==> src/sv/batch_norm_inference_top_defines.svh <==
// Assertion macros shared by the batch normalisation modules.
`ifndef BATCH_NORM_INFERENCE_TOP_DEFINES_SVH
`define BATCH_NORM_INFERENCE_TOP_DEFINES_SVH
`ifndef NO_ASSERTIONS
`define BN_ASSERT_IMPLY(lbl, ante, cons, msg) \
   lbl: assert property (@(posedge clock) disable iff (reset) (ante) |-> (cons)) \
      else $error(msg);
`define BN_ASSERT_ALWAYS(lbl, cond, msg) \
   lbl: assert property (@(posedge clock) disable iff (reset) (cond)) else $error(msg);
`else
`define BN_ASSERT_IMPLY(lbl, ante, cons, msg)
`define BN_ASSERT_ALWAYS(lbl, cond, msg)
`endif
`endif

==> src/sv/bnorm_pkg.sv <==
// Shared constants, codes and item type of the batch normalisation block.
`timescale 1ns / 1ps
package bnorm_pkg;
   localparam int MAX_CHANNELS_DEF = 256;
   localparam int MAX_PLANE_DEF    = 1048576;
   localparam int QUEUE_DEPTH      = 4;
   localparam int CSR_ADDR_W       = 2;
   localparam int CSR_DATA_W       = 21;
   localparam int VSUM_W           = 25;
   localparam int DIV_STEPS        = 65;
   localparam int SQRT_STEPS       = 33;
   localparam int STEP_W           = 7;

   localparam logic [CSR_ADDR_W-1:0] CSR_EPSILON      = 2'd0;
   localparam logic [CSR_ADDR_W-1:0] CSR_NUM_CHANNELS = 2'd1;
   localparam logic [CSR_ADDR_W-1:0] CSR_PLANE_SIZE   = 2'd2;

   localparam logic REQ_LOAD = 1'b0;
   localparam logic REQ_DATA = 1'b1;

   typedef struct packed {
      logic                     kind;
      logic                     plane_end;
      logic signed [15:0]       sample;
      logic signed [15:0]       scale;
      logic signed [15:0]       bias;
      logic signed [15:0]       mean;
      logic        [VSUM_W-1:0] var_sum;
   } bnorm_item_type;
endpackage

==> src/sv/bnorm_fifo.sv <==
// Short item queue between the front and back parts.
`timescale 1ns / 1ps
`include "batch_norm_inference_top_defines.svh"
module bnorm_fifo import bnorm_pkg::*; #(
   parameter int WIDTH = 8
) (
   input  logic             clock,
   input  logic             reset,
   input  logic             push,
   input  logic [WIDTH-1:0] push_data,
   output logic             full,
   input  logic             pop,
   output logic [WIDTH-1:0] pop_data,
   output logic             empty
);
   localparam int PTR_W = $clog2(QUEUE_DEPTH);
   localparam int CNT_W = $clog2(QUEUE_DEPTH + 1);

   logic [WIDTH-1:0] slot_ff [QUEUE_DEPTH];
   logic [PTR_W-1:0] wr_ptr_ff, wr_ptr_in, rd_ptr_ff, rd_ptr_in;
   logic [CNT_W-1:0] count_ff, count_in;

   assign full     = count_ff == CNT_W'(QUEUE_DEPTH);
   assign empty    = count_ff == '0;
   assign pop_data = slot_ff[rd_ptr_ff];

   always_comb begin
      wr_ptr_in = push ? wr_ptr_ff + 1'b1 : wr_ptr_ff;
      rd_ptr_in = pop ? rd_ptr_ff + 1'b1 : rd_ptr_ff;
      count_in  = count_ff;
      if (push && !pop) begin
         count_in = count_ff + 1'b1;
      end else if (pop && !push) begin
         count_in = count_ff - 1'b1;
      end
   end

   always_ff @(posedge clock) begin
      if (reset) begin
         wr_ptr_ff <= '0;
         rd_ptr_ff <= '0;
         count_ff  <= '0;
      end else begin
         wr_ptr_ff <= wr_ptr_in;
         rd_ptr_ff <= rd_ptr_in;
         count_ff  <= count_in;
      end
      if (push) begin
         slot_ff[wr_ptr_ff] <= push_data;
      end
   end

   `BN_ASSERT_ALWAYS(a_fifo_count_bound, count_ff <= CNT_W'(QUEUE_DEPTH), "queue count overflow")
   `BN_ASSERT_IMPLY(a_fifo_push_room, push, !full || pop, "push into full queue")
endmodule

==> config.mk <==
export PLATFORM = sky130hd
export DESIGN_NAME = bnorm_fifo
export DESIGN_NICKNAME = d
export VERILOG_FILES = /design/src/sv/bnorm_pkg.sv /design/src/sv/bnorm_fifo.sv
export VERILOG_INCLUDE_DIRS = /design/src /design/src/sv
export SDC_FILE = /design/constraint.sdc
export NUM_CORES = 1
export LEC_CHECK = 0
export BUFFER_PORTS_ARGS = -buffer_cell sky130_fd_sc_hd__buf_2
export CAP_MARGIN = 20
export CORE_MARGIN = 8
export CORE_UTILIZATION = 55
export DETAILED_ROUTE_END_ITERATION = 7
export PLACE_DENSITY_LB_ADDON = 0.12
export SYNTH_ARGS = -nofsm -noshare
export SYNTH_HDL_FRONTEND = slang
export SYNTH_SLANG_ARGS = --single-unit
==> constraint.sdc <==
create_clock -name clock -period 1.7 [get_ports clock]
set_clock_uncertainty 0.05 [all_clocks]
set_input_delay 0.085 -clock clock [delete_from_list [all_inputs] [get_ports clock]]
set_output_delay 0.085 -clock clock [all_outputs]
set_load 0.01 [all_outputs]
# Word-level counts from Yosys, hierarchy flattened
# Memory sizes are Yosys's and may differ from the RTL's. A register that Yosys moved wholly into a read port is not among the register bits.
# Cells that the tools add are included.
op_classes:
  n_bitwise: 0
  n_mux: 6
  n_addsub: 4
  n_div: 0
  multipliers: 0
  n_shift: 0
  eq_ne: 1
  n_reduce_logical: 6
  magnitude_cmp: 0
ops:
  columns: ["operator", "count"]
  rows:
  - ["$mux 3", 2]
  - ["$add 2x1->2 const B", 2]
  - ["$mux 2", 2]
  - ["$add 3x1->3 const B", 1]
  - ["$eq 3x3->1 const B", 1]
  - ["$logic_not 3->1", 1]
  - ["$sub 3x1->3 const B", 1]
  - ["$logic_and 1x1->1", 2]
  - ["$logic_not 1->1", 2]
  - ["$mux 1", 2]
  - ["$reduce_bool 2->1", 1]
totals:
  rom_bits: 0
  in_bits: 12
  ram_bits: 32
  register_bits: 7
  mem_count: 1
  latch_bits: 0
memory_table:
  columns: ["memory", "depth", "width", "read_ports", "rd_clocked_by_memory_dff", "write_ports", "line_no", "rtl"]
  rows:
  - ["slot_ff", 4, 8, 1, 1, 1, "bnorm_fifo.sv:19", "logic [WIDTH-1:0] slot_ff [QUEUE_DEPTH];"]

# Logic depth before layout (Yosys ltp)
# Gate-level depths: netlist of run 1.
depth:
  word_depth: 4
  ltp_mapped: 7
  mapped_depth_nobuf: 7

# Worst setup path after synthesis of run 1
# No wires, ideal clock.
synth_path:
  kind: "reg-to-reg"
  startpoint: "reg count_ff[0]"
  endpoint: "reg count_ff[2]"
  path_slack_ns: 0.239
  synth_period_minus_slack_ns: 1.461
  required_ns: 1.580
  arrival_time_ns: 1.341
  stages_incl_launch_ff: 5
  path_cell_list: "dfxtp_1 fa_1 xor2_1 or3_1 a21oi_1"
synth_between:
  elab_chain_cells: 3
  word_cells_on_any_way: 4
synth_lines:
  columns: ["element", "line_no", "rtl"]
  rows:
  - ["from (decl)", "bnorm_fifo.sv:21", "logic [CNT_W-1:0] count_ff, count_in;"]
  - ["from (signal assigned)", "bnorm_fifo.sv:46", "count_ff <= count_in;"]
  - ["$sub 3x1->3", "bnorm_fifo.sv:34", "count_in = count_ff - 1'b1;"]
  - ["$mux 3", "bnorm_fifo.sv:33", "end else if (pop && !push) begin"]
  - ["$mux 3 *", "bnorm_fifo.sv:31", "if (push && !pop) begin"]
# Mark *: on every way between the ends. The rest lies on a longest branch, timed or not. The select of a mux whose other input is x is not followed.
# A chain may end at the register's enable or synchronous reset.

==> run metrics, run 1 <==
clock root buffer clkbuf_4; prevailing post-synth register cell edfxtp_1; WHS Endpoint rd_ptr_ff[0]; Initial Util 0.575; reg2reg start count_ff[0]; CTS sink count just over 40; Setup Buffers After CTS 0; die area ~4900 sq um; outcome finished, final reports clean; routed via count 814; r2r worst-path depth 4; ant diodes 0; Pwr Density 1030 nW/um^2; post-synthesis cell area about 1600 sq um; Reg clk slew, reported paths between 0.1 and 0.15 ns; Max-Cap Viols 0; Detail Route Antenna Nets 0; async set-reset flop share out of synthesis 0; final hold vios 0; clock tree buffer depth 2; first-pass GRT wire length 3920 microns; vias in the first global route 867; Worst Path Buf+Inv 2; sequential power share 0.613; Slew headroom 0.710; Max FO, Critical Path 8; commonest non-fill, non-tap cell in the layout edfxtp_1; Vias/cell 5.32; CTS tree yes; Synth cell types 20; Switch Pwr 0.439 mW; grt total ovfl 0; flop-to-flop setup slack about 0.14 ns; DIE WIDTH 69.7 microns; worst path cell trace buf_8 -> mux4_2 -> buf_2; switching share of power 0.228; Int Power 1.49 mW; Crit Path Class flop to output pin; post-DP HPWL about 1700 microns; # DRC 0; crit-path max cell delay ~0.51 ns; TritonCTS Buffers 5; TNS Setup 0 ns; fin crit period roughly 1.6 ns; largest net degree at the start of global routing 13; Worst Setup Slack, final ~0.063 ns; register area share after synthesis 0.719; nature of the critical path startpoint flop; total core area about 2800 sq um; Register Area between 1000 and 1500 sq um; DR WL/cell roughly 16 microns; fin. max-slew vios 0; Vert. Die Dim around 70 microns; hold_sp pop; Overall Global Routing Usage 0.106; DR pass1 iterations 4; # IOs 22; Mean Syn Cell Area about 18 sq um; final std cells w/o fill between 150 and 200; H-tree levels 2; pre-CTS setup slack a little over 0.07 ns; fill cell count between 200 and 250; Gate Count Post-Synth 86; # setup viols final 0; commonest non-fill, non-tap cells in the layout edfxtp_1 (32), buf_2 (21), dlygate4sd3_1 (9), mux4_2 (8), dfxtp_1 (8); crit share post-route 0.963; row cnt 19; cell family with most CP delay multiplexers; maximum VDD drop about 1 mV; P_leak slightly below 0.7 nW; share of cells above drive strength 1 0.303; initial DRC count 64; WP data required around 1.6 ns; initial antenna violation count 0; CP max-delay cell mux4_2; Port Buf Inserts 21; area grow syn2layout 18.2%; WL final about 2400 microns; CP endpoint kind output pin; worst-margin pin slew about 0.44 ns; RSZ-0062 raised after global routing false; worst reg2reg path endpoint count_ff[2]; hold crit path type input pin to flop; Clock Power Share 0.248; FMAX around 600 MHz; RePlAce Congestion between 0.6 and 0.7; multi-input gate area in the final layout around 400 sq um; Comb power frac 0.139; Ys Warns 0; Worst EP arrival approximately 1.5 ns; Pwr Total roughly 1.9 mW; worst hold path cell count 3; number of synthesized flops with an enable pin 32; Post-Syn Nets ~100; Worst-Skew Late Latency between 0.3 and 0.4 ns; Layout Nets approximately 140; placed cell count ~140; FF+latch count, synth a little over 40
[logic make-up after synthesis]
| family | synth area share |
|---|---|
| AND/OR/NAND/NOR | 0.0465 |
| XOR/XNOR | 0.0276 |
| adder cells (fa/ha/maj) | 0.0521 |
| AO/OA/AOI/OAI | 0.00630 |
| multiplexers | 0.126 |
| flip-flops | 0.719 |
| buffers and inverters | 0.0221 |
[worst min-delay path: stages]
cell     delay (ns)
buf_2          0.11
xnor2_1        0.09
nor2_1         0.09
[worst max path at each step]
| stage | start | endpoint | cells after the start |
|---|---|---|---|
| 4_1_cts | flop | pop_data[4] | 3 |
| 5_1_grt | flop | pop_data[1] | 3 |
| 3_3_place_gp | push | count_ff[2] | 7 |
| 2_1_floorplan | count_ff[0] | count_ff[2] | 4 |
| 6_report | flop | pop_data[1] | 3 |
| 3_5_place_dp | push | count_ff[2] | 7 |
[sequential cells by signal (all words and copies together) (netlist names), named ones only]
signal and count:
slot_ff 32, wr_ptr_ff 2, count_ff 3, rd_ptr_ff 2
[synthesized netlist by cell type, drive strengths merged (2+ instances only)]
cell | number | share of area
and2 | 4 | 0.016
inv | 4 | 0.0095
ha | 5 | 0.039
nor2 | 7 | 0.017
mux2i | 2 | 0.013
dfxtp | 9 | 0.11
edfxtp | 32 | 0.61
mux4 | 8 | 0.11
clkbuf | 2 | 0.0055
xnor2 | 2 | 0.011
xor2 | 3 | 0.017
[power by group through the flow]
stage	logic [mW]	clock network, mW	registers [mW]
after floorplan	0.175	0	1.19
after global routing	0.299	0.538	1.19
after detailed placement	0.255	0	1.20
after global placement	0.249	0	1.20
after CTS	0.273	0.495	1.18
final	0.268	0.479	1.18
[routing by layer]
metal,part of all wire,GRT usage
met1,0.40,0.0999
met2,0.52,0.183
met3,0.060,0.0601
met4,0.020,0.0469
met5,0,0
[area by class of cell]
class | instances | area share
inverter | 4 | 0.00801
tap | 31 | 0.0207
timing repair buffer | 31 | 0.112
clock buffer | 8 | 0.0314
sequential | 41 | 0.609
multi-input combinational | 38 | 0.219
[what timing repair did]
| item | in CTS | in global routing |
|---|---|---|
| hold buffers | 9 | 0 |
| endpoints found under the hold margin | 41 | 0 |
| gates cloned | 0 | 0 |
| endpoints found under the setup margin | 4 | 5 |
| gates resized for setup | 1 | 2 |
[metrics by stage]
step                hold slack, ns  cell area, sq um   util
floorplan                    0.134              1590      -
global placement             0.246              1720  0.623
detailed placement           0.254              1720  0.623
CTS                        0.00168              1870  0.678
global route                0.0252              1880  0.680
finish                     0.00858              1880  0.680
(Power assumes the default switching activity.)
==> run 2, diff against run 1 <==
Settings changed: ABC_AREA set to 1.
==> run 2 against run 1 <==
Largest cell class unchanged. Non-clock buffer count is 1 higher. Via count is 30% higher. Cell area is 2.9% higher.
==> run metrics, run 2 <==
post-synthesis cell area 1640 sq um (+3.5%); Int Power 1.45 mW (-3.0%); Crit Path Class flop to output pin; ant diodes 0 (unchanged); Max-Cap Viols 0 (unchanged); GRT busiest layer met2; vias in the first global route 1138 (+31%); commonest non-fill, non-tap cell in the layout edfxtp_1; area grow syn2layout 17.5%; prevailing post-synth register cell edfxtp_1; clock tree buffer depth 2 (unchanged); fill cell count 244 (+19%); total core area 2950 sq um (+7.1%); biggest regs slot_ff (32), count_ff (3); maximum VDD drop 0.503 mV (-49%); CP max-delay cell dfxtp_1; sequential power share 0.613 (about the same); DR pass1 iterations 4 (unchanged); # setup viols final 0 (unchanged); Clock Power Share 0.252 (+0.004); ranking of synthesized cells by area edfxtp_1 (59%), dfxtp_1 (11%), o21ai_0 (5.2%); Initial Util 0.556 (-0.0194); final hold vios 0 (unchanged); Layout Nets 189 (+36%); P_leak 0.787 nW (+13%); post-DP HPWL 1980 microns (+15%); Worst Path Buf+Inv 2 (unchanged); CP endpoint kind output pin; row cnt 20 (+1); Slew headroom 0.738 (+0.0285); share of cells above drive strength 1 0.209 (-0.0940); Ys Warns 0 (unchanged); clock root buffer clkbuf_4; Largest register FFs 32 (unchanged); Mean Syn Cell Area 12.3 sq um (-34%); CTS tree yes; Switch Pwr 0.454 mW (+3.5%); dominant cell type by area after synthesis edfxtp_1; Post-synth top cells edfxtp_1 (32), nor2_1 (19), o21ai_0 (17), inv_1 (16); top-area cell type share of the netlist area 0.585 (-0.0203); TNS Setup 0 ns (unchanged); FF+latch count, synth 41 (unchanged); initial DRC count 69 (+7.8%); # DRC 0 (unchanged); nature of the critical path startpoint flop; worst hold path cell count 4 (+1); grt met1 use 0.123 (+0.0233); RePlAce Congestion 0.745 (+15%); DIE WIDTH 70.6 microns (+1.3%); pre-CTS setup slack 0.339 ns (+0.267 ns); WL final 2860 microns (+20%); Overall Global Routing Usage 0.127 (+0.0205); Register Area 1140 sq um (-0.11%); largest net degree at the start of global routing 17 (+4); Core Util, Final 0.653 (-0.0267); Detail Route Antenna Nets 0 (unchanged); Reg clk slew, reported paths 0.10 ns (about the same); r2r worst-path depth 7 (+3); register area share after synthesis 0.695 (-0.0241); met3 GRT Util 0.0410 (-0.0191); flop-to-flop setup slack 0.39 ns (+0.25 ns); Worst path depth 4 (+1); FMAX 656 MHz (+7.3%); grt total ovfl 0 (unchanged); DR WL/cell 13.9 microns (-11%); reg2reg start count_ff[0]; multi-input gate area in the final layout 414 sq um (+0.91%); crit share post-route 0.897 (-0.0655); first-pass GRT wire length 4940 microns (+26%); Gate Count Post-Synth 134 (+56%); met2 Track Usage GR 0.224 (+0.0403); Synth cell types 19 (-5.0%); Worst EP arrival 1.39 ns (-0.11 ns); largest reg by FF count slot_ff; # IOs 22 (unchanged); Vias/cell 5.16 (-3.1%); Worst Setup Slack, final 0.175 ns (+0.111 ns); hold crit path type input pin to flop; count leader, synth edfxtp_1; Comb power frac 0.135 (-0.004); Vert. Die Dim 70.6 microns (+1.3%); Pwr Density 984 nW/um^2 (-4.3%); commonest non-fill, non-tap cells in the layout edfxtp_1 (32), buf_2 (21), nor2_1 (19), o21ai_0 (17), inv_1 (15); worst-margin pin slew 0.392 ns (-0.0432 ns); fin. max-slew vios 0 (unchanged); routed via count 1057 (+30%); H-tree levels 2 (unchanged); switching share of power 0.239 (+0.0116); async set-reset flop share out of synthesis 0 (unchanged); WP data required 1.56 ns (about the same); cell family with most CP delay flip-flops; Post-Syn Nets 152 (+46%); initial antenna violation count 0 (unchanged); worst setup path endpoint pop_data[3]; worst path cell trace inv_2 -> o21ai_0 -> o22ai_1 -> buf_2; Max FO, Critical Path 9 (+1); outcome finished, final reports clean; number of synthesized flops with an enable pin 32 (unchanged); CTS sink count 41 (unchanged); die area 4990 sq um (+2.7%); crit-path max cell delay 0.53 ns (+0.02 ns); Port Buf Inserts 21 (unchanged); TritonCTS Buffers 5 (unchanged); RSZ-0062 raised after global routing false; fin crit period 1.53 ns (-0.111 ns); Worst-Skew Late Latency 0.33 ns (about the same); worst reg2reg path endpoint count_ff[2]
[run 2: power by group through the flow]
stage | sequential, mW | clock (mW) | combinational (mW)
after global placement | 1.19 | 0 | 0.231
after detailed placement | 1.19 | 0 | 0.243
after floorplan | 1.18 | 0 | 0.153
final | 1.16 | 0.479 | 0.256
after global routing | 1.17 | 0.529 | 0.292
after CTS | 1.16 | 0.500 | 0.259
[run 2: worst min-delay path by stage]
| stage | end | from | slack [ns] |
|---|---|---|---|
| 3_5_place_dp | count_ff[0] | reset | 0.21 |
| 3_3_place_gp | count_ff[0] | reset | 0.21 |
| 2_1_floorplan | count_ff[0] | reset | 0.11 |
| 6_report | rd_ptr_ff[0] | pop | 0.04 |
| 5_1_grt | rd_ptr_ff[0] | pop | 0.04 |
| 4_1_cts | flop | pop | 0.01 |
[run 2: layout make-up]
| class | count | share of cell area |
|---|---|---|
| inverters | 17 | 0.0331 |
| repair buffers | 32 | 0.109 |
| multi-input cells | 74 | 0.215 |
| flip-flops and latches | 41 | 0.591 |
| clock buffers | 8 | 0.0305 |
| well taps | 33 | 0.0214 |
[run 2: per-layer routing]
| metal | share of wire | wire (microns) |
|---|---|---|
| met3 | 0.045 | 128 |
| met5 | 0 | 0 |
| met2 | 0.54 | 1540 |
| met4 | 0.0095 | 27 |
| met1 | 0.41 | 1160 |
[run 2: timing repair]
item	in CTS	in global routing
setup buffers	0	0
hold buffers	9	0
setup endpoints to repair	0	1
hold endpoints to repair	33	0
gates resized for setup	0	1
[run 2: tightest hold or removal path, stage by stage]
cell and delay, ns:
buf_2 0.10, nand2_1 0.05, inv_1 0.09, nor2_1 0.06
[run 2: through the flow]
stage          area (sq um)  instances  power [mW]  hold WS (ns)
2_1_floorplan          1640        134        1.34         0.107
3_3_place_gp           1780        188        1.42         0.206
3_5_place_dp           1780        188        1.43         0.212
4_1_cts                1930        205        1.92        0.0141
5_1_grt                1930        205        1.99        0.0392
6_report               1930        205        1.90        0.0423
[run 2: cells by family after synthesis]
logic type / after synthesis / synth area share
compound gates: 32 / 0.108
xor+xnor: 1 / 0.00534
fa+ha+maj: 6 / 0.0503
buf+inv: 19 / 0.0526
flops: 41 / 0.695
simple gates: 35 / 0.0884
