File: config.mk
export PLATFORM = sky130hd
export DESIGN_NAME = bnorm_front
export DESIGN_NICKNAME = d
export VERILOG_FILES = /design/src/sv/batch_norm_inference_top_defines.svh /design/src/sv/bnorm_pkg.sv /design/src/sv/bnorm_front.sv
export SDC_FILE = /design/constraint.sdc
export NUM_CORES = 1
export LEC_CHECK = 0
export BUFFER_PORTS_ARGS = -buffer_cell sky130_fd_sc_hd__buf_4
export CORE_MARGIN = 2
export CORE_UTILIZATION = 28
export DETAILED_ROUTE_END_ITERATION = 10
export PLACE_DENSITY_LB_ADDON = 0.25
export SYNTH_ARGS = -nofsm -noshare
export SYNTH_HDL_FRONTEND = slang
export SYNTH_SLANG_ARGS = --single-unit
File: constraint.sdc
create_clock -name clock -period 4.3 [get_ports clock]
set_input_delay 0.86 -clock clock [delete_from_list [all_inputs] [get_ports clock]]
set_output_delay 0.86 -clock clock [all_outputs]
set_load 0.01 [all_outputs]
File: src/sv/batch_norm_inference_top_defines.svh
// Assertion macros shared by the batch normalisation modules.
`ifndef BATCH_NORM_INFERENCE_TOP_DEFINES_SVH
`define BATCH_NORM_INFERENCE_TOP_DEFINES_SVH
`ifndef NO_ASSERTIONS
`define BN_ASSERT_IMPLY(lbl, ante, cons, msg) \
   lbl: assert property (@(posedge clock) disable iff (reset) (ante) |-> (cons)) \
      else $error(msg);
`define BN_ASSERT_ALWAYS(lbl, cond, msg) \
   lbl: assert property (@(posedge clock) disable iff (reset) (cond)) else $error(msg);
`else
`define BN_ASSERT_IMPLY(lbl, ante, cons, msg)
`define BN_ASSERT_ALWAYS(lbl, cond, msg)
`endif
`endif

File: src/sv/bnorm_pkg.sv
// Shared constants, codes and item type of the batch normalisation block.
`timescale 1ns / 1ps
package bnorm_pkg;
   localparam int MAX_CHANNELS_DEF = 256;
   localparam int MAX_PLANE_DEF    = 1048576;
   localparam int QUEUE_DEPTH      = 4;
   localparam int CSR_ADDR_W       = 2;
   localparam int CSR_DATA_W       = 21;
   localparam int VSUM_W           = 25;
   localparam int DIV_STEPS        = 65;
   localparam int SQRT_STEPS       = 33;
   localparam int STEP_W           = 7;

   localparam logic [CSR_ADDR_W-1:0] CSR_EPSILON      = 2'd0;
   localparam logic [CSR_ADDR_W-1:0] CSR_NUM_CHANNELS = 2'd1;
   localparam logic [CSR_ADDR_W-1:0] CSR_PLANE_SIZE   = 2'd2;

   localparam logic REQ_LOAD = 1'b0;
   localparam logic REQ_DATA = 1'b1;

   typedef struct packed {
      logic                     kind;
      logic                     plane_end;
      logic signed [15:0]       sample;
      logic signed [15:0]       scale;
      logic signed [15:0]       bias;
      logic signed [15:0]       mean;
      logic        [VSUM_W-1:0] var_sum;
   } bnorm_item_type;
endpackage

File: src/sv/bnorm_front.sv
// Front part: configuration registers, input acceptance and channel tracking.
`timescale 1ns / 1ps
module bnorm_front import bnorm_pkg::*; #(
   parameter int MAX_CHANNELS = MAX_CHANNELS_DEF,
   parameter int MAX_PLANE    = MAX_PLANE_DEF,
   parameter int CH_W         = 8
) (
   input  logic                  clock,
   input  logic                  reset,
   input  logic                  csr_we,
   input  logic [CSR_ADDR_W-1:0] csr_addr,
   input  logic [CSR_DATA_W-1:0] csr_wdata,
   input  logic                  req_tvalid,
   output logic                  req_tready,
   input  logic [95:0]           req_tdata,
   input  logic                  req_tuser,
   output logic                  push,
   output bnorm_item_type        push_item,
   output logic [CH_W-1:0]       push_channel,
   input  logic                  queue_full
);
   localparam int POS_W = (MAX_PLANE > 1) ? $clog2(MAX_PLANE) : 1;

   logic [15:0]      eps_ff, eps_in;
   logic [8:0]       nch_ff, nch_in;
   logic [20:0]      psz_ff, psz_in;
   logic [CH_W-1:0]  ch_ff, ch_in;
   logic [POS_W-1:0] pos_ff, pos_in;

   logic        accept, is_data, load_ok, last, wrap;
   logic [7:0]  f_idx;
   logic [23:0] f_var;
   logic [31:0] nc_eff, ps_eff;
   logic [VSUM_W-1:0] vsum;

   assign req_tready = !queue_full;
   assign accept     = req_tvalid && req_tready;
   assign is_data    = req_tuser == REQ_DATA;
   assign f_idx      = req_tdata[7:0];
   assign f_var      = req_tdata[79:56];
   assign load_ok    = {24'd0, f_idx} < 32'(MAX_CHANNELS);

   always_comb begin
      nc_eff = (nch_ff == '0) ? 32'd1 : {23'd0, nch_ff};
      if (nc_eff > 32'(MAX_CHANNELS)) begin
         nc_eff = 32'(MAX_CHANNELS);
      end
      ps_eff = (psz_ff == '0) ? 32'd1 : {11'd0, psz_ff};
      if (ps_eff > 32'(MAX_PLANE)) begin
         ps_eff = 32'(MAX_PLANE);
      end
      vsum = {1'b0, f_var} + {9'd0, eps_ff};
      if (vsum == '0) begin
         vsum = VSUM_W'(1);
      end
   end

   assign last = (32'(pos_ff) + 32'd1) >= ps_eff;
   assign wrap = (32'(ch_ff) + 32'd1) >= nc_eff;

   assign push                = accept && (is_data || load_ok);
   assign push_channel        = is_data ? ch_ff : CH_W'(f_idx);
   assign push_item.kind      = req_tuser;
   assign push_item.plane_end = last;
   assign push_item.scale     = req_tdata[23:8];
   assign push_item.bias      = req_tdata[39:24];
   assign push_item.mean      = req_tdata[55:40];
   assign push_item.sample    = req_tdata[95:80];
   assign push_item.var_sum   = vsum;

   always_comb begin
      eps_in = eps_ff;
      nch_in = nch_ff;
      psz_in = psz_ff;
      if (csr_we) begin
         unique case (csr_addr)
            CSR_EPSILON:      eps_in = csr_wdata[15:0];
            CSR_NUM_CHANNELS: nch_in = csr_wdata[8:0];
            CSR_PLANE_SIZE:   psz_in = csr_wdata;
            default:          eps_in = eps_ff;
         endcase
      end
      ch_in  = ch_ff;
      pos_in = pos_ff;
      if (accept && is_data) begin
         if (last) begin
            pos_in = '0;
            ch_in  = wrap ? '0 : ch_ff + 1'b1;
         end else begin
            pos_in = pos_ff + 1'b1;
         end
      end
   end

   always_ff @(posedge clock) begin
      if (reset) begin
         eps_ff <= 16'd1;
         nch_ff <= 9'd1;
         psz_ff <= 21'd1;
         ch_ff  <= '0;
         pos_ff <= '0;
      end else begin
         eps_ff <= eps_in;
         nch_ff <= nch_in;
         psz_ff <= psz_in;
         ch_ff  <= ch_in;
         pos_ff <= pos_in;
      end
   end
endmodule

* Word level (Yosys, flattened, before mapping)
Index checks and enable logic that the tools add are counted.
** Cells by class
- $add $sub $neg :: 5
- Multiply operators :: 0
- Divide/modulo/power cells :: 0
- Order comparisons :: 4
- Equal/unequal tests :: 2
- Shifts and indexed selects :: 0
- Muxes and demuxes :: 8
- Bitwise operators :: 0
- Reductions and logical operators :: 11
** Operator list (number)
- $mux 21 :: 2
- $ge 21x32->1 :: 1
- $ge 9x32->1 :: 1
- $mux 32 :: 1
- $add 24x16->25 :: 1
- $logic_not 25->1 :: 1
- $mux 25 :: 1
- $add 20x1->21 const B :: 1
- $gt 21x21->1 const B :: 1
- $logic_not 21->1 :: 1
- $add 20x1->20 const B :: 1
- $mux 20 :: 1
- $mux 8 :: 2
- $add 8x1->9 const B :: 1
- $gt 9x9->1 const B :: 1
- $logic_not 9->1 :: 1
- $mux 9 :: 1
- $add 8x1->8 const B :: 1
- $reduce_and 2->1 :: 4
- $eq 2x1->1 const B :: 1
- $eq 2x2->1 const B :: 1
- $logic_and 1x1->1 :: 2
- $logic_not 2->1 :: 1
- $logic_not 1->1 :: 1
** Word-level totals
- Register bits :: 74
- Bits in latches :: 0
- Bits in writable memories :: 0
- ROM bits :: 0
- Output and inout port bits :: 101
- Word-level logic and storage cells :: 35
- Memories :: 0

* Longest topological paths before layout
Gate-level depths: netlist (run 1).
- Depth in word-level cells :: 6
- Depth in mapped cells :: 19
- Gate-level depth less buffers :: 18

* Least setup slack after synthesis (run 1)
No wires, ideal clock.
- Kind :: input port to output port
- From :: input port req_tdata[56]
- To :: output port push_item[0] (netlist bit)
- Data arrival time :: 3.722 ns
- Data required time :: 3.440 ns
- Path slack :: -0.282 ns
- Stages :: 12
- Buffers on the path :: 0
- Cells stage by stage :: ha_1 > inv_1 > fa_1 > nand2b_1 > a21oi_1 > o211ai_2 > a21boi_2 > nor3_1 > nand3b_1 > or4_1 > or4_1 > o41ai_2
** RTL lines
- start, declared :: line bnorm_front.sv:15 : input logic [95:0] req_tdata,
- end, declared :: line bnorm_front.sv:18 : output bnorm_item_type push_item,

==> impl_metrics.tcl, run 1 <==
set metrics [dict create \
    cts_tree "built" \
    routed_wl_um 16300 \
    outcome "finished with violations" \
    ys_seq_area_frac 0.253 \
    num_vias 5369 \
    timing.final.ws_setup_ps -273 \
    layout_commonest_cell "buf_4" \
    drc 0 \
    grt_pass1_vias 5002 \
    start_util 0.287 \
    yosysWarningCount 0 \
    viasPerCell 4.76 \
    finalSetupViolCount 1 \
    critPathKind "input pin to output pin" \
    area_growth_pct 27.6 \
    end_kind "output pin" \
    power_w 0.00183 \
    synth.distinct_cells 60 \
    ff2ff_setup_slack_ps 810 \
    diodes 0 \
    postSynthCellCount 763 \
    antenna_found_initial 0 \
    nFillCells 2135 \
    finClkSkew_ps 5.60 \
    avgSynthCellArea_um2 7.67 \
    grt_pass1_wl_um 25300 \
    crit_required_ps 3440 \
    seqCellArea_um2 1490 \
    violations "negative setup slack" \
    cts_buffer_depth 2 \
    min_period_ps 4570 \
    ctsHoldBuffers 0 \
    slew_viol_final 0 \
    hpwlAfterDp_um 12300 \
    clk_pin_slew_ps 50 \
    powerDensity_nw_per_um2 245 \
    htreeDepth 3 \
    relSlewSlack 0.325 \
    worst_slew_pin_slew_ps 1010 \
    grt_overflow_total 0 \
    first_iter_violations 356 \
    ant_nets 0 \
    clock_sinks 74 \
    ys.flop_type "dfxtp_1" \
    ys_ff_latch 74 \
    nets 1029 \
    layout-drive-gt1-share 0.306 \
    numCtsBuffers 9 \
    synth-async-reset-ratio 0 \
    grt.total_usage 0.142 \
    cp-start-kind "input pin" \
    grt_max_degree 106 \
    layout_worst_path_cycle_share 1.06 \
    ioPinCount 226 \
    die_x_um 149 \
    fmax_mhz 219 \
    rsz0062_at_grt "true" \
    syn-cell-area_um2 5850 \
    final_core_util 0.367 \
    fin_setup_tns_ps -273 \
    syn_nets 937 \
    ir_worst_vdd_uv 185 \
    row_count 52 \
    p_leak_nw 3.26 \
    worst_hold_slack_ps 458 \
    coreArea_um2 20400 \
    die_area_um2 22100 \
    hold_viol 0 \
    final_cell_mix "buf_4 (179), nand2_1 (139), dfxtp_1 (72)" \
    cp_max_fo 3 \
    multi_input_area_um2 3950 \
    hp-class "flip-flop to flip-flop" \
    gp_congestion 0.774 \
    dr.pass1.iters 4 \
    maxCapViolCount 0 \
    clock_latency_ps 340 \
    wl_per_cell_um 14.5 \
    synth_edf_count 0 \
    port_buffers 97 \
    cts-root-buf "clkbuf_16" \
    worstPathArrival_ps 3710 \
    die_height_um 149 \
]
-- metrics by stage --
stage               worst slack [ps]  cell area (um2)  instances
floorplan                       -176             5890        763
global placement                -466             6880       1103
detailed placement              -472             6880       1103
CTS                             -406             7230       1125
global route                    -400             7470       1129
finish                          -273             7470       1129
-- metal layers --
layer,up-vias,part of all wire,track usage
li1,2791,-,-
met1,2434,0.45,0.178
met2,121,0.49,0.246
met3,23,0.051,0.0328
met4,0,0.011,0.0357
met5,-,0,0
-- cells in the mapped netlist, types with 5 or more instances --
cell type / n / share of area
nand2_1: 142 / 0.091
dfxtp_1: 74 / 0.25
a21oi_1: 67 / 0.057
buf_4: 66 / 0.085
ha_1: 48 / 0.10
clkbuf_1: 28 / 0.018
nor2_1: 28 / 0.018
o21ai_0: 25 / 0.021
xnor2_1: 25 / 0.037
inv_1: 20 / 0.013
nand3_1: 19 / 0.016
nand3b_1: 19 / 0.024
xor2_1: 19 / 0.028
and3_1: 15 / 0.016
nor3_1: 15 / 0.013
nor3b_1: 14 / 0.018
nor4_1: 10 / 0.011
a21o_1: 9 / 0.012
mux2_2: 9 / 0.017
mux2i_1: 8 / 0.014
or3_1: 8 / 0.0086
a211oi_1: 7 / 0.0090
nand4_1: 7 / 0.0075
nor4b_1: 7 / 0.010
nand2b_1: 6 / 0.0064
and3b_1: 5 / 0.0075
buf_1: 5 / 0.0032
nor2b_1: 5 / 0.0053
o32ai_1: 5 / 0.0075
-- final timing paths --
path            startpoint            to  cells after the start
max reg2reg      pos_ff[0]     pos_ff[0]                     18
min reg2reg     eps_ff[12]    eps_ff[12]                      2
max          req_tdata[56]  push_item[0]                     14
min             eps_ff[12]    eps_ff[12]                      2
-- layout make-up --
type                            instances  share of cell area
Clock inverter                          6             0.00469
Clock buffer                            9              0.0302
Sequential cell                        74               0.199
Multi-Input combinational cell        569               0.529
Inverter                               21              0.0106
Tap cell                              270              0.0452
Timing Repair Buffer                  180               0.181
-- worst max-delay path: stages --
cell and delay, ps:
buf_6 100, ha_4 150, inv_2 50, fa_2 200, nand2b_4 130, a21oi_4 60, o211ai_2 230, a21boi_2 110
or4_4 430, a41o_1 190, or4_1 400, or4_4 440, o41ai_4 210, buf_4 170
-- logic make-up (layout without fill, tap and decap cells) --
family / Yosys count / count (layout) / share of synthesized area
flip-flops: 74 / 74 / 0.253
adder cells (fa/ha/maj): 49 / 49 / 0.106
AND/OR/NAND/NOR: 315 / 315 / 0.273
XOR/XNOR: 44 / 44 / 0.0659
multiplexers: 17 / 17 / 0.0310
buffers and inverters: 120 / 216 / 0.119
AO/OA/AOI/OAI: 144 / 144 / 0.151
-- flip-flops by register name, indices dropped and copies added (netlist names) --
signal  flops
ch_ff       8
eps_ff     16
nch_ff      9
pos_ff     20
psz_ff     21
-- power breakdown --
part	internal (W)	switching (W)	total, W	leakage (nW)
Sequential	0.000701	0.0000142	0.000716	0.601
Clock	0.000383	0.000300	0.000683	0.127
Combinational	0.000212	0.000219	0.000431	2.53
-- repair_timing --
action / CTS / global route
resized for setup: 9 / 42
endpoints found under the hold margin: 0 / 0
setup buffers: 7 / 4
pin swaps: 9 / 11
setup endpoints to repair: 2 / 2
cloned: 0 / 0
Note: power is estimated with default switching activity, not from simulation.
==> run 2, diff against run 1 <==
--- a/config.mk
+++ b/config.mk
@@ -10,6 +10,7 @@
 export CORE_UTILIZATION = 28
 export DETAILED_ROUTE_END_ITERATION = 10
 export PLACE_DENSITY_LB_ADDON = 0.25
+export RECOVER_POWER = 50
 export SYNTH_ARGS = -nofsm -noshare
 export SYNTH_HDL_FRONTEND = slang
 export SYNTH_SLANG_ARGS = --single-unit
==> run 2 against run 1 <==
The flow finishes with violations (max-capacitance violations, max-slew violations, negative setup slack). Worst hold slack barely moved. Design area is 0.12% lower. Combinational power about the same. Via count increased by 0.35%. Critical path depth is the same. Sequential power hardly changed. Power is 0.13% lower. Clock skew up 0.69 ps. Die area unchanged. Critical endpoint unchanged. Largest cell class unchanged. Highest routed layer unchanged.
==> impl_metrics.tcl, run 2 (synthesis results as in run 1) <==
set metrics [dict create \
    outcome "finished with violations" \
    violations "max-capacitance violations, max-slew violations, negative setup slack" \
    fin_cells 1129 \
    grt-busiest-layer "met2" \
    final_cell_mix "buf_4 (178), nand2_1 (139), dfxtp_1 (72)" \
    hp-class "flip-flop to flip-flop" \
    gp_congestion 0.774 \
    power_switching_share 0.291 \
    clock_latency_ps 340 \
    start_util 0.287 \
    cts_buffer_depth 2 \
    grt_pass1_vias 5002 \
    worst_slew_pin_slew_ps 1770 \
    ctsHoldBuffers 0 \
    dr.pass1.iters 5 \
    clock_sinks 74 \
    dp_cells 1103 \
    first_iter_violations 333 \
    powerDensity_nw_per_um2 245 \
    die_height_um 149 \
    crit_required_ps 3440 \
    nets 1029 \
    numCtsBuffers 9 \
    grt_pass1_wl_um 25300 \
    clockPowerShare 0.373 \
    clk_pin_slew_ps 50 \
    grt.total_usage 0.142 \
    layout_commonest_cell "buf_4" \
    hpwlAfterDp_um 12300 \
    fmax_mhz 219 \
    antenna_found_initial 0 \
    diodes 0 \
    grt_overflow_total 0 \
    htreeDepth 3 \
    finalSetupViolCount 1 \
    cts-root-buf "clkbuf_16" \
    seqPwrFrac 0.392 \
    regMostFlops "psz_ff" \
    port_buffers 97 \
    ioPinCount 226 \
    layout-drive-gt1-share 0.304 \
    finClkSkew_ps 6.29 \
    maxCapViolCount 1 \
    met2_usage 0.246 \
    largest_register_ffs 21 \
    worstPathArrival_ps 3710 \
    ir_worst_vdd_uv 184 \
    top_regs "psz_ff (21), pos_ff (20), eps_ff (16)" \
    row_count 52 \
    area_growth_pct 27.5 \
    die_area_um2 22100 \
    slew_viol_final 17 \
    p_int_w 0.00130 \
    combPwrFrac 0.235 \
    cp_max_fo 3 \
    end_kind "output pin" \
    grt_util_met3 0.0328 \
    drc 0 \
    die_x_um 149 \
    critPathKind "input pin to output pin" \
    cp-start-kind "input pin" \
    rsz0062_at_grt "true" \
    ant_nets 0 \
    layout_worst_path_cycle_share 1.06 \
    relSlewSlack -0.185 \
    cts_tree "built" \
    wl_per_cell_um 14.5 \
    timing.final.ws_setup_ps -274 \
    num_vias 5388 \
    grt_max_degree 106 \
    p_leak_nw 3.25 \
    viasPerCell 4.77 \
    switchingPower_w 0.000531 \
    place_ws_ps -472 \
    hold_viol 0 \
    routed_wl_um 16300 \
    use_met1 0.178 \
    min_period_ps 4570 \
    coreArea_um2 20400 \
]
-- run 2: cell count changes in the layout (fill, tap and decap cells not counted), sizes merged --
| cell | delta |
|---|---|
| buf | -1 |
| clkbuf | +1 |
-- run 2: critical path, stage by stage --
cell and delay [ps]:
buf_6 100, ha_4 150, inv_2 50, fa_2 200, nand2b_4 130, a21oi_4 60
o211ai_2 230, a21boi_2 110, or4_4 430, a41o_1 190, or4_1 400, or4_4 440
o41ai_4 210, buf_4 170
-- run 2: routing by layer --
metal	up-vias	routed length, um
li1	2789	-
met1	2443	7320
met2	133	7960
met3	23	864
met4	0	186
met5	-	0
-- run 2: final cells by class --
| class | count | area (um2) |
|---|---|---|
| Sequential cell | 74 | 1490 |
| Multi-Input combinational cell | 569 | 3940 |
| Fill cell | 2137 | 12900 |
| Clock inverter | 6 | 35.0 |
| Timing Repair Buffer | 180 | 1350 |
| Clock buffer | 9 | 225 |
| Inverter | 21 | 78.8 |
| Tap cell | 270 | 338 |
-- run 2: per-stage QoR --
step	utilization	setup TNS, ps	power, W	instance area [um2]	hold slack, ps
after global routing	0.366	-429	0.00192	7460	479
after global placement	0.338	-466	0.00115	6880	449
after CTS	0.355	-406	0.00184	7230	461
after floorplan	-	-176	0.00101	5890	436
after detailed placement	0.338	-472	0.00115	6880	453
final	0.366	-274	0.00183	7460	458
-- run 2: final timing paths --
| check | from | end | slack (ps) | depth (start not counted) |
|---|---|---|---|---|
| hold / removal | eps_ff[12] | eps_ff[12] | 460 | 2 |
| setup / recovery | req_tdata[56] | push_item[0] | -270 | 14 |
| setup reg to reg | pos_ff[0] | pos_ff[0] | 800 | 18 |
| hold reg to reg | eps_ff[12] | eps_ff[12] | 460 | 2 |
-- run 2: power groups by stage --
stage / Sequential (W) / Combinational, W / Clock, W
2_1_floorplan: 0.000725 / 0.000285 / 0
3_3_place_gp: 0.000730 / 0.000420 / 0
3_5_place_dp: 0.000730 / 0.000421 / 0
4_1_cts: 0.000715 / 0.000425 / 0.000698
5_1_grt: 0.000718 / 0.000474 / 0.000726
6_report: 0.000716 / 0.000430 / 0.000681
-- run 2: timing repair --
action	in CTS	in global routing
pin swaps	9	11
endpoints found under the hold margin	0	0
gates resized for setup	9	42
setup endpoints to repair	2	2
setup buffers	7	4
==> run 3, diff against run 2 <==
--- a/config.mk
+++ b/config.mk
@@ -7,7 +7,7 @@
 export LEC_CHECK = 0
 export BUFFER_PORTS_ARGS = -buffer_cell sky130_fd_sc_hd__buf_4
 export CORE_MARGIN = 2
-export CORE_UTILIZATION = 28
+export CORE_UTILIZATION = 40
 export DETAILED_ROUTE_END_ITERATION = 10
 export PLACE_DENSITY_LB_ADDON = 0.25
 export RECOVER_POWER = 50
==> run 3 against run 2 <==
The run still ends with max-capacitance violations, max-slew violations, negative setup slack left. Combinational power about the same. Largest power group is now the clock network. Non-clock buffer count decreased by 17. Clock power increased by 26%. Count of clock-buffer cells in the layout increased by 2. Highest routed layer unchanged. Sequential power about the same. Global-route usage increased by 4.4 points. Worst setup slack got worse by 6.9 ps. Critical endpoint unchanged. Sequential cell count unchanged. Core utilization increased by 14 points. Final cell count decreased by 9.0%.
==> impl_metrics.tcl, run 3 (synthesis results as in run 1) <==
set metrics [dict create \
    numCtsBuffers 9 \
    cts_tree "built" \
    ir_worst_vdd_uv 164 \
    cp_max_fo 3 \
    finClkSkew_ps 7.72 \
    area_growth_pct 24.7 \
    final_cell_mix "buf_4 (160), nand2_1 (141), dfxtp_1 (71)" \
    cts-root-buf "clkbuf_16" \
    ant_nets 0 \
    port_buffers 97 \
    htreeDepth 3 \
    layout_worst_path_cycle_share 1.07 \
    combPwrFrac 0.216 \
    power_w 0.00200 \
    critPathKind "input pin to output pin" \
    finalSetupViolCount 1 \
    largest_register_ffs 21 \
    layout_commonest_cell "buf_4" \
    coreArea_um2 14400 \
    p_int_w 0.00148 \
    p_leak_nw 3.16 \
    ioPinCount 226 \
    multi_input_area_um2 3930 \
    seqCellArea_um2 1490 \
    cp-start-kind "input pin" \
    power_switching_share 0.261 \
    worst_slew_pin_slew_ps 1700 \
    routed_wl_um 15300 \
    fin_setup_tns_ps -281 \
    hpwlAfterDp_um 11500 \
    top_regs "psz_ff (21), pos_ff (20), eps_ff (16)" \
    hold_viol 0 \
    gp_congestion 0.837 \
    first_iter_violations 232 \
    grt_max_degree 106 \
    clockPowerShare 0.427 \
    start_util 0.406 \
    grt_pass1_vias 5153 \
    layout-drive-gt1-share 0.286 \
    clk_pin_slew_ps 60 \
    powerDensity_nw_per_um2 275 \
    maxCapViolCount 1 \
    worstPathArrival_ps 3720 \
    wl_per_cell_um 14.9 \
    drc 0 \
    final_core_util 0.506 \
    grt_util_met3 0.0377 \
    antenna_found_initial 0 \
    violations "max-capacitance violations, max-slew violations, negative setup slack" \
    nets 1012 \
    die_x_um 125 \
    end_kind "output pin" \
    die_area_um2 15600 \
    clock_sinks 74 \
    cts_buffer_depth 2 \
    grt_pass1_wl_um 24600 \
    die_height_um 125 \
    diodes 0 \
    worst_hold_slack_ps 461 \
    relSlewSlack -0.138 \
    nFillCells 1363 \
    seqPwrFrac 0.357 \
    hp-class "flip-flop to flip-flop" \
    num_vias 5513 \
    slew_viol_final 17 \
    switchingPower_w 0.000522 \
    regMostFlops "psz_ff" \
    viasPerCell 5.37 \
    timing.final.ws_setup_ps -281 \
    place_ws_ps -502 \
    row_count 44 \
    grt-busiest-layer "met2" \
    grt_overflow_total 0 \
    use_met1 0.233 \
    dr.pass1.iters 4 \
    met2_usage 0.321 \
    min_period_ps 4580 \
    clock_latency_ps 340 \
    fmax_mhz 218 \
    rsz0062_at_grt "true" \
    grt.total_usage 0.186 \
    crit_required_ps 3440 \
    outcome "finished with violations" \
]
## run 3: metrics by stage
stage	std cells	instance area, um2
6_report	1027	7300
5_1_grt	1027	7300
4_1_cts	1020	7070
3_5_place_dp	1003	6670
3_3_place_gp	1003	6670
2_1_floorplan	763	5890
## run 3: path summary, 6_finish.rpt
| check | endpoint | depth (start not counted) | startpoint | slack, ps |
|---|---|---|---|---|
| worst min register to register | eps_ff[11] | 2 | eps_ff[11] | 460 |
| worst min-delay path | eps_ff[11] | 2 | eps_ff[11] | 460 |
| worst max register to register | pos_ff[0] | 18 | pos_ff[0] | 670 |
| worst max-delay path | push_item[0] | 15 | req_tdata[56] | -280 |
## run 3: what timing repair did
item / 4_1_cts / 5_1_grt
hold buffers: 0 / 0
pin swaps: 9 / 18
gates resized for setup: 16 / 35
endpoints found under the setup margin: 2 / 2
buffers inserted: 1 / 7
## run 3: worst max-delay path: stages
cell      delay, ps
buf_6            70
ha_4            130
inv_2            40
fa_2            350
nand2b_4        150
a21oi_4         170
o211ai_2        130
buf_4           170
nand4_1          80
nand3b_1        120
a41o_1          220
or4_1           390
or4_4           450
o41ai_4         220
buf_4           170
## run 3: final cells by class
| cell class | instances | share of cell area |
|---|---|---|
| Multi-Input combinational cell | 569 | 0.539 |
| Sequential cell | 74 | 0.204 |
| Timing Repair Buffer | 163 | 0.168 |
| Clock buffer | 11 | 0.0319 |
| Tap cell | 184 | 0.0316 |
| Clock inverter | 5 | 0.0141 |
| Inverter | 21 | 0.0108 |
## run 3: power by group through the flow
stage	Combinational [W]	Clock [W]	Sequential (W)
2_1_floorplan	0.000285	0	0.000725
3_3_place_gp	0.000402	0	0.000729
3_5_place_dp	0.000415	0	0.000730
4_1_cts	0.000420	0.000866	0.000715
5_1_grt	0.000472	0.000887	0.000717
6_report	0.000433	0.000855	0.000715
## run 3: metal layers
layer / vias up / routed length (um)
met5: - / 0
met1: 2546 / 6790
met3: 34 / 802
li1: 2754 / -
met4: 0 / 259
met2: 179 / 7420
